**src/hdl/b85enc_pkg.sv**
```systemverilog
// b85enc_pkg: shared types and constants for the base-85 byte encoder.
// No dependencies; used by every module of the encoder.

package b85enc_pkg;

    // Base-85 digit coding
    localparam int unsigned RADIX      = 85;
    localparam int unsigned DIGITS     = 5;
    localparam logic [6:0]  FIRST_CHAR = 7'h21;   // '!'
    localparam logic [6:0]  ZERO_CHAR  = 7'h7A;   // 'z'

    // floor(v / 85) == (v * RECIP) >> RECIP_SHIFT for every 32-bit v
    localparam logic [31:0] RECIP       = 32'hC0C0_C0C1;
    localparam int unsigned RECIP_SHIFT = 38;
    localparam int unsigned QUOT_W      = 64 - RECIP_SHIFT;

    // Request queue between front and back
    localparam int unsigned QUEUE_DEPTH = 2;
    localparam int unsigned QPTR_W      = $clog2(QUEUE_DEPTH);
    localparam int unsigned QCNT_W      = $clog2(QUEUE_DEPTH + 1);

    // One group, classified by the front
    typedef struct packed {
        logic [31:0] value;     // big-endian group, zero padded
        logic [2:0]  count;     // characters to emit, 1..5
        logic        zero;      // group value is zero: emit 'z'
    } job_t;

endpackage

```
**src/hdl/b85enc_front.sv**
```systemverilog
// b85enc_front: packs input bytes into groups and classifies each closed group.
// Depends on b85enc_pkg (job_t, DIGITS).

module b85enc_front
(
    input  logic               clk,
    input  logic               rst_n,
    input  logic               in_valid,
    input  logic               in_stall,
    input  logic [7:0]         data_byte,
    input  logic               last_byte,
    input  logic               pad_final_group,
    output logic               push,
    output b85enc_pkg::job_t   push_job
);

    logic [23:0] group_reg;
    logic [23:0] group_next;
    logic [1:0]  held_reg;
    logic [1:0]  held_next;
    logic        accept;
    logic        close;
    logic [31:0] packed_val;
    logic [31:0] aligned_val;

    assign accept     = in_valid & ~in_stall;
    assign close      = last_byte | (held_reg == 2'd3);
    assign packed_val = {group_reg, data_byte};

    // Left-align a short group, zeros fill the tail
    always_comb
    begin
        case (held_reg)
            2'd0:    aligned_val = {packed_val[7:0], 24'd0};
            2'd1:    aligned_val = {packed_val[15:0], 16'd0};
            2'd2:    aligned_val = {packed_val[23:0], 8'd0};
            default: aligned_val = packed_val;
        endcase
    end

    // Classify the closed group
    always_comb
    begin
        push_job.value = aligned_val;
        push_job.zero  = (aligned_val == 32'd0);
        if (aligned_val == 32'd0)
        begin
            push_job.count = 3'd1;
        end
        else if ((held_reg == 2'd3) || pad_final_group)
        begin
            push_job.count = 3'(b85enc_pkg::DIGITS);
        end
        else
        begin
            push_job.count = {1'b0, held_reg} + 3'd2;
        end
    end

    assign push = accept & close;

    // Group accumulation
    always_comb
    begin
        group_next = group_reg;
        held_next  = held_reg;
        if (accept)
        begin
            if (close)
            begin
                group_next = 24'd0;
                held_next  = 2'd0;
            end
            else
            begin
                group_next = {group_reg[15:0], data_byte};
                held_next  = held_reg + 2'd1;
            end
        end
    end

    always_ff @(posedge clk or negedge rst_n)
    begin
        if (!rst_n)
        begin
            group_reg <= 24'd0;
            held_reg  <= 2'd0;
        end
        else
        begin
            group_reg <= group_next;
            held_reg  <= held_next;
        end
    end

endmodule

```
**src/hdl/b85enc_queue.sv**
```systemverilog
// b85enc_queue: short request queue of classified groups between front and back.
// Depends on b85enc_pkg (job_t, queue sizing).

module b85enc_queue
(
    input  logic               clk,
    input  logic               rst_n,
    input  logic               push,
    input  b85enc_pkg::job_t   push_job,
    input  logic               pop,
    output logic               not_empty,
    output logic               full,
    output b85enc_pkg::job_t   head
);

    b85enc_pkg::job_t                    entry_reg [b85enc_pkg::QUEUE_DEPTH];
    logic [b85enc_pkg::QPTR_W-1:0]       wr_ptr_reg;
    logic [b85enc_pkg::QPTR_W-1:0]       wr_ptr_next;
    logic [b85enc_pkg::QPTR_W-1:0]       rd_ptr_reg;
    logic [b85enc_pkg::QPTR_W-1:0]       rd_ptr_next;
    logic [b85enc_pkg::QCNT_W-1:0]       count_reg;
    logic [b85enc_pkg::QCNT_W-1:0]       count_next;

    assign not_empty = (count_reg != '0);
    assign full      = (count_reg == b85enc_pkg::QCNT_W'(b85enc_pkg::QUEUE_DEPTH));
    assign head      = entry_reg[rd_ptr_reg];

    // Pointer and fill bookkeeping
    always_comb
    begin
        wr_ptr_next = wr_ptr_reg;
        rd_ptr_next = rd_ptr_reg;
        count_next  = count_reg;
        if (push)
        begin
            wr_ptr_next = (wr_ptr_reg == b85enc_pkg::QPTR_W'(b85enc_pkg::QUEUE_DEPTH - 1))
                          ? '0 : wr_ptr_reg + 1'b1;
        end
        if (pop)
        begin
            rd_ptr_next = (rd_ptr_reg == b85enc_pkg::QPTR_W'(b85enc_pkg::QUEUE_DEPTH - 1))
                          ? '0 : rd_ptr_reg + 1'b1;
        end
        if (push && !pop)
        begin
            count_next = count_reg + 1'b1;
        end
        else if (pop && !push)
        begin
            count_next = count_reg - 1'b1;
        end
    end

    always_ff @(posedge clk or negedge rst_n)
    begin
        if (!rst_n)
        begin
            wr_ptr_reg <= '0;
            rd_ptr_reg <= '0;
            count_reg  <= '0;
        end
        else
        begin
            wr_ptr_reg <= wr_ptr_next;
            rd_ptr_reg <= rd_ptr_next;
            count_reg  <= count_next;
        end
    end

    // Entry storage
    always_ff @(posedge clk)
    begin
        if (push)
        begin
            entry_reg[wr_ptr_reg] <= push_job;
        end
    end

endmodule

```
**src/hdl/b85enc_back.sv**
```systemverilog
// b85enc_back: converts queued groups to base-85 digits and emits characters.
// Depends on b85enc_pkg (job_t, digit count, reciprocal constants, character codes).

module b85enc_back
(
    input  logic               clk,
    input  logic               rst_n,
    input  logic               not_empty,
    input  b85enc_pkg::job_t   head,
    output logic               pop,
    output logic               out_valid,
    input  logic               out_stall,
    output logic [6:0]         out_char,
    output logic               last_char
);

    localparam int unsigned LAST_DIG = b85enc_pkg::DIGITS - 1;

    // Converter state
    logic                             cv_busy_reg;
    logic                             cv_busy_next;
    logic                             cv_done_reg;
    logic                             cv_done_next;
    logic [2:0]                       cv_step_reg;
    logic [2:0]                       cv_step_next;
    logic [2:0]                       cv_cnt_reg;
    logic                             cv_zero_reg;
    logic [31:0]                      dvd_reg;
    logic [63:0]                      prod_reg;
    logic [6:0]                       cv_dig_reg [b85enc_pkg::DIGITS];

    // Emitter state
    logic [2:0]                       em_cnt_reg;
    logic [2:0]                       em_cnt_next;
    logic                             em_zero_reg;
    logic [6:0]                       em_dig_reg [b85enc_pkg::DIGITS];

    // Output register
    logic                             out_valid_reg;
    logic                             out_valid_next;
    logic [6:0]                       out_char_reg;
    logic                             last_char_reg;

    logic                             take;
    logic                             emit;
    logic                             digit_step;
    logic [31:0]                      mul_in;
    logic [63:0]                      mul_prod;
    logic [b85enc_pkg::QUOT_W-1:0]    quot;
    logic [31:0]                      quot_w;
    logic [31:0]                      quot_x85;
    logic [31:0]                      rem_full;
    logic [6:0]                       digit;

    // Handoff and emit strobes
    assign take       = cv_done_reg && (em_cnt_reg == 3'd0);
    assign pop        = not_empty && !cv_busy_reg && (!cv_done_reg || take);
    assign emit       = (em_cnt_reg != 3'd0) && (!out_valid_reg || !out_stall);
    assign digit_step = cv_busy_reg && (cv_step_reg != 3'd0);

    // Shared divide-by-85: one reciprocal multiply per cycle
    assign quot     = prod_reg[63:b85enc_pkg::RECIP_SHIFT];
    assign quot_w   = 32'(quot);
    assign mul_in   = pop ? head.value : quot_w;
    assign mul_prod = {32'd0, mul_in} * {32'd0, b85enc_pkg::RECIP};

    // Remainder: dividend - 85 * quotient (85 = 64 + 16 + 4 + 1)
    assign quot_x85 = (quot_w << 6) + (quot_w << 4) + (quot_w << 2) + quot_w;
    assign rem_full = dvd_reg - quot_x85;
    assign digit    = rem_full[6:0];

    // Converter sequencing
    always_comb
    begin
        cv_busy_next = cv_busy_reg;
        cv_done_next = cv_done_reg;
        cv_step_next = cv_step_reg;
        if (take)
        begin
            cv_done_next = 1'b0;
        end
        if (pop)
        begin
            if (head.zero)
            begin
                cv_done_next = 1'b1;
            end
            else
            begin
                cv_busy_next = 1'b1;
                cv_step_next = 3'd1;
            end
        end
        else if (digit_step)
        begin
            if (cv_step_reg == 3'(b85enc_pkg::DIGITS))
            begin
                cv_busy_next = 1'b0;
                cv_done_next = 1'b1;
                cv_step_next = 3'd0;
            end
            else
            begin
                cv_step_next = cv_step_reg + 3'd1;
            end
        end
    end

    always_ff @(posedge clk or negedge rst_n)
    begin
        if (!rst_n)
        begin
            cv_busy_reg <= 1'b0;
            cv_done_reg <= 1'b0;
            cv_step_reg <= 3'd0;
        end
        else
        begin
            cv_busy_reg <= cv_busy_next;
            cv_done_reg <= cv_done_next;
            cv_step_reg <= cv_step_next;
        end
    end

    // Converter datapath; digits shift in least significant first
    always_ff @(posedge clk)
    begin
        if (pop || digit_step)
        begin
            prod_reg <= mul_prod;
            dvd_reg  <= mul_in;
        end
        if (pop)
        begin
            cv_cnt_reg  <= head.count;
            cv_zero_reg <= head.zero;
        end
        if (digit_step)
        begin
            for (int i = LAST_DIG; i > 0; i--)
            begin
                cv_dig_reg[i] <= cv_dig_reg[i-1];
            end
            cv_dig_reg[0] <= digit;
        end
    end

    // Emitter count
    always_comb
    begin
        em_cnt_next = em_cnt_reg;
        if (take)
        begin
            em_cnt_next = cv_cnt_reg;
        end
        else if (emit)
        begin
            em_cnt_next = em_cnt_reg - 3'd1;
        end
    end

    always_ff @(posedge clk or negedge rst_n)
    begin
        if (!rst_n)
        begin
            em_cnt_reg <= 3'd0;
        end
        else
        begin
            em_cnt_reg <= em_cnt_next;
        end
    end

    // Emitter digits, most significant at position 0
    always_ff @(posedge clk)
    begin
        if (take)
        begin
            em_zero_reg <= cv_zero_reg;
            for (int i = 0; i < b85enc_pkg::DIGITS; i++)
            begin
                em_dig_reg[i] <= cv_dig_reg[i];
            end
        end
        else if (emit)
        begin
            for (int i = 0; i < LAST_DIG; i++)
            begin
                em_dig_reg[i] <= em_dig_reg[i+1];
            end
        end
    end

    // Output register
    always_comb
    begin
        out_valid_next = out_valid_reg;
        if (emit)
        begin
            out_valid_next = 1'b1;
        end
        else if (!out_stall)
        begin
            out_valid_next = 1'b0;
        end
    end

    always_ff @(posedge clk or negedge rst_n)
    begin
        if (!rst_n)
        begin
            out_valid_reg <= 1'b0;
        end
        else
        begin
            out_valid_reg <= out_valid_next;
        end
    end

    always_ff @(posedge clk)
    begin
        if (emit)
        begin
            out_char_reg  <= em_zero_reg ? b85enc_pkg::ZERO_CHAR
                                         : em_dig_reg[0] + b85enc_pkg::FIRST_CHAR;
            last_char_reg <= (em_cnt_reg == 3'd1);
        end
    end

    assign out_valid = out_valid_reg;
    assign out_char  = out_char_reg;
    assign last_char = last_char_reg;

endmodule

```
**src/hdl/base85_byte_encoder_core.sv**
```systemverilog
// base85_byte_encoder_core: top level of the base-85 byte encoder.
// Depends on b85enc_pkg, b85enc_front, b85enc_queue and b85enc_back.
//
//  Channel   Handshake                Payload
//  -------   ----------------------   -----------------------------
//  input     in_valid / in_stall      data_byte[7:0], last_byte
//  output    out_valid / out_stall    out_char[6:0], last_char
//  config    cfg_wr_en                cfg_wr_data (pad_final_group)
//
// A byte is taken every cycle while the two-entry group queue has room.
// Each group is loaded into the shared reciprocal divide-by-85 unit, which
// then produces its five digits least significant first, before up to five
// characters are output; conversion of one group overlaps output of the
// previous. A zero group skips the divider.
// Reset clears the partial group, the queue and all pending output.
// out_stall holds the output register; the back end and then the queue fill
// before in_stall rises.

module base85_byte_encoder_core
(
    input  logic        clk,
    input  logic        rst_n,
    input  logic        cfg_wr_en,
    input  logic        cfg_wr_data,
    input  logic        in_valid,
    output logic        in_stall,
    input  logic [7:0]  data_byte,
    input  logic        last_byte,
    output logic        out_valid,
    input  logic        out_stall,
    output logic [6:0]  out_char,
    output logic        last_char
);

    logic               pad_reg;
    logic               push;
    logic               pop;
    logic               not_empty;
    logic               full;
    b85enc_pkg::job_t   push_job;
    b85enc_pkg::job_t   head;

    // Configuration register
    always_ff @(posedge clk or negedge rst_n)
    begin
        if (!rst_n)
        begin
            pad_reg <= 1'b0;
        end
        else if (cfg_wr_en)
        begin
            pad_reg <= cfg_wr_data;
        end
    end

    assign in_stall = full;

    // Front: group packing and classification
    b85enc_front u_front
    (
        .clk             (clk),
        .rst_n           (rst_n),
        .in_valid        (in_valid),
        .in_stall        (in_stall),
        .data_byte       (data_byte),
        .last_byte       (last_byte),
        .pad_final_group (pad_reg),
        .push            (push),
        .push_job        (push_job)
    );

    // Request queue
    b85enc_queue u_queue
    (
        .clk       (clk),
        .rst_n     (rst_n),
        .push      (push),
        .push_job  (push_job),
        .pop       (pop),
        .not_empty (not_empty),
        .full      (full),
        .head      (head)
    );

    // Back: digit conversion and character output
    b85enc_back u_back
    (
        .clk       (clk),
        .rst_n     (rst_n),
        .not_empty (not_empty),
        .head      (head),
        .pop       (pop),
        .out_valid (out_valid),
        .out_stall (out_stall),
        .out_char  (out_char),
        .last_char (last_char)
    );

endmodule
```
**config.mk**
```make
export PLATFORM = sky130hd
export DESIGN_NAME = base85_byte_encoder_core
export DESIGN_NICKNAME = d
export VERILOG_FILES = /design/src/hdl/b85enc_pkg.sv /design/src/hdl/b85enc_front.sv /design/src/hdl/b85enc_queue.sv /design/src/hdl/b85enc_back.sv /design/src/hdl/base85_byte_encoder_core.sv
export SDC_FILE = /design/constraint.sdc
export NUM_CORES = 1
export LEC_CHECK = 0
export ABC_AREA = 0
export BUFFER_PORTS_ARGS = -buffer_cell sky130_fd_sc_hd__buf_4
export CELL_PAD_IN_SITES_DETAIL_PLACEMENT = 1
export CELL_PAD_IN_SITES_GLOBAL_PLACEMENT = 1
export CORE_ASPECT_RATIO = 0.6
export CORE_MARGIN = 4
export CORE_UTILIZATION = 45
export CTS_CLUSTER_DIAMETER = 80
export DETAILED_ROUTE_END_ITERATION = 10
export HOLD_SLACK_MARGIN = 0.02
export PLACE_DENSITY_LB_ADDON = 0.1
export SYNTH_ARGS = -nofsm -noshare
export SYNTH_HDL_FRONTEND = slang
export SYNTH_SLANG_ARGS = --single-unit
export TNS_END_PERCENT = 30
```
**constraint.sdc**
```tcl
create_clock -name clk -period 16.8 [get_ports clk]
set_input_delay 3.36 -clock clk [delete_from_list [all_inputs] [get_ports clk]]
set_output_delay 3.36 -clock clk [all_outputs]
set_load 0.005 [all_outputs]
```
==> metrics.yaml <==
clocking:
  cts_buffer_depth: 3
  cts_resized: 0
  cts.sinks: 228
  cts_tree: "done"
  root_buffer: "clkbuf_16"
  h-tree-depth: 1
  holdBufCountCts: 0
  clk_pin_slew_ps: 70
  post-cts-setup-buffer-count: 0
  cts_buffers: 24
  clkLatencyLatePin_ps: 550
worst_hold_path:
  holdPathStages: 0
  hp-start: "u_back.cv_dig_reg[0][31]$_DFFE_PP_"
  hold_path_class: "flop to flop"
  whs_endpoint: "u_back.em_dig_reg[1][3]$_DFFE_PP_"
synth:
  ys_ff_latch: 228
  avgSynthCellArea_um2: 11.5
  yosys_warnings: 0
  yosysTopAreaCell: "edfxtp_1"
  synthDistinctLibCells: 66
  synth_commonest_cells: "inv_1 (372), ha_1 (336), edfxtp_1 (188)"
  synth_edf_count: 188
  synth_ff_type: "edfxtp_1"
  synth_top_area_share_pct: 28.4
  netlist_area_mm2: 0.0199
  postSynthCellCount: 1735
  synth_nets: 2257
  yosysSeqAreaShare_pct: 33.4
  synthArstFlopShare_pct: 17.5
  yosys.cell_count.top_type: "inv_1"
  synthTopCellsByArea: "edfxtp_1 (28%), ha_1 (21%), fa_1 (17%), inv_1 (7.0%), dfrtp_1 (5.0%)"
global_routing:
  grt_pass1_wl_mm: 82.9
  grtUsageTotal_pct: 23.0
  grt-ovfl-total: 0
  antenna_found_initial: 0
  first_global_vias: 13500
  grt_max_degree: 41
timing:
  period_share_pct: 59.1
  maxSlewHeadroom_pct: 5.81
  tns_ps: 0
  grt_setup_unrepaired: "false"
  period_minus_slack_ps: 9930
  finalHoldViolCount: 0
  slew_violations: 0
  layout_setup_ws_ps: 6870
  skew_ps: 33.0
  tightest_slew_ps: 1400
  setup_viol: 0
  fmax_mhz: 101
run_status:
  status: "completed"
detailed_routing:
  wl_mm: 53.9
  wl_per_cell_um: 22.8
  vias: 12800
  ant_nets: 0
  vias_per_cell: 5.42
  first_pass_iters: 5
  dr.first_iter.drc_count: 830
  post-route-drc-count: 0
flow_run:
  max_cap_violations: 0
placed_design:
  io_buffers: 24
  place.detailed.hpwl_mm: 45.0
  globalplace.congestion: 0.969
  dp_slack_ps: 7020
setup_path:
  reg2reg_setup_slack_ps: 6870
  r2r-start: "u_back.em_cnt_reg[0]$_DFFE_PN0P_"
  path_class: "flop to flop"
  end_kind: "flop"
  cp_slowest_stage_delay_ps: 1180
  crit_path_start_kind: "flop"
  worstPathArrival_ps: 10230
  critPathRequiredTime_ps: 17100
  ff2ff_path_depth: 28
  r2r-end: "u_back.prod_reg[62]$_DFFE_PP_"
  cp_max_fo: 37
  slowest_stage: "o21ai_0"
floorplan:
  die_area_mm2: 0.0477
  die_h_um: 171
  die_w_um: 279
  ios: 25
  rows: 59
  initial_core_util_pct: 45.7
  core_area_mm2: 0.0435
layout:
  drive_above_1_share_pct: 7.79
  largest_reg_flops: 72
  antennaDiodeCount: 0
  fin_nets: 2288
  syn_to_final_growth_pct: 8.71
[per-stage QoR]
stage	std cells	instance area [um^2]	util (%)	hold WS, ps
after CTS	2363	21600	49.7	427
after floorplan	1735	19900	-	400
after global routing	2363	21600	49.7	436
after detailed placement	2319	20800	47.8	407
after global placement	2319	20800	47.8	402
final	2363	21600	49.7	427
[layout by cell type, fill, tap and decap left out, drive strengths merged, types with 3 or more instances in the layout]
| cell type | count |
|---|---|
| a222oi | 8 |
| edfxtp | 188 |
| a22o | 32 |
| nand4 | 14 |
| and2 | 12 |
| a31oi | 4 |
| nand2b | 7 |
| mux2i | 34 |
| nor2b | 10 |
| dfrtp | 40 |
| mux2 | 40 |
| nand2 | 77 |
| fa | 171 |
| buf | 35 |
| or4 | 3 |
| o21a | 3 |
| and3 | 10 |
| clkinv | 7 |
| clkbuf | 30 |
| a22oi | 8 |
| or2 | 3 |
| a21oi | 58 |
| o211ai | 6 |
| o31a | 3 |
| o21ai | 52 |
| xnor2 | 36 |
| nor3 | 8 |
| nor4 | 5 |
| nand3 | 14 |
| a21o | 37 |
| xor2 | 21 |
| inv | 375 |
| o31ai | 3 |
| a211oi | 4 |
| a41oi | 6 |
| ha | 336 |
| o21bai | 11 |
| bufinv | 3 |
| nor2 | 45 |
[metal layers]
| layer | global-route usage (%) | wire length [um] | part of all wire (%) |
|---|---|---|---|
| met1 | 36.8 | 28100 | 52 |
| met2 | 31.6 | 21200 | 39 |
| met3 | 5.93 | 3920 | 7.3 |
| met4 | 3.40 | 694 | 1.3 |
| met5 | 0 | 0 | 0 |
[layout make-up]
cell class | instances | area, um^2
Inverter | 373 | 1400
Sequential cell | 228 | 6650
Timing Repair Buffer | 35 | 263
Clock inverter | 14 | 171
Tap cell | 579 | 724
Multi-Input combinational cell | 1104 | 11700
Clock buffer | 30 | 674
Fill cell | 4581 | 21900
[critical path, delay by kind of cell, from the launching register on]
family                   cells  cell delay (ps)
buffers and inverters        6              690
AND/OR/NAND/NOR              5              650
AO/OA/AOI/OAI                7             3560
flip-flops                   1              380
adder cells (fa/ha/maj)     10             4340
[worst max path at each step]
stage,startpoint,to,slack [ps],cells past startpoint
2_1_floorplan,u_back.em_cnt_reg[0]$_DFFE_PN0P_,u_back.prod_reg[62]$_DFFE_PP_,9420,30
3_3_place_gp,u_back.em_cnt_reg[0]$_DFFE_PN0P_,u_back.prod_reg[62]$_DFFE_PP_,7180,28
3_5_place_dp,u_back.em_cnt_reg[0]$_DFFE_PN0P_,u_back.prod_reg[62]$_DFFE_PP_,7020,28
4_1_cts,u_back.em_cnt_reg[0]$_DFFE_PN0P_,u_back.prod_reg[62]$_DFFE_PP_,6980,28
5_1_grt,u_back.em_cnt_reg[0]$_DFFE_PN0P_,u_back.prod_reg[62]$_DFFE_PP_,6370,28
6_report,u_back.em_cnt_reg[0]$_DFFE_PN0P_,u_back.prod_reg[62]$_DFFE_PP_,6870,28
[cell families (layout without fill, tap and decap cells)]
family                     Yosys count  in the layout  share of synthesized area, %
AOI/OAI and AO/OA                  251            251                          8.79
muxes                               74             74                          4.04
and+or+nand+nor                    215            215                          5.27
xor gates and xnor gates            57             57                          2.51
adders and majority gates          507            507                          38.3
buffers and inverters              403            452                          7.64
DFF                                228            228                          33.4
Power is left out: the tool's default activity adds up to more than one toggle a clock period on the data nets, which glitch-free logic cannot reach.
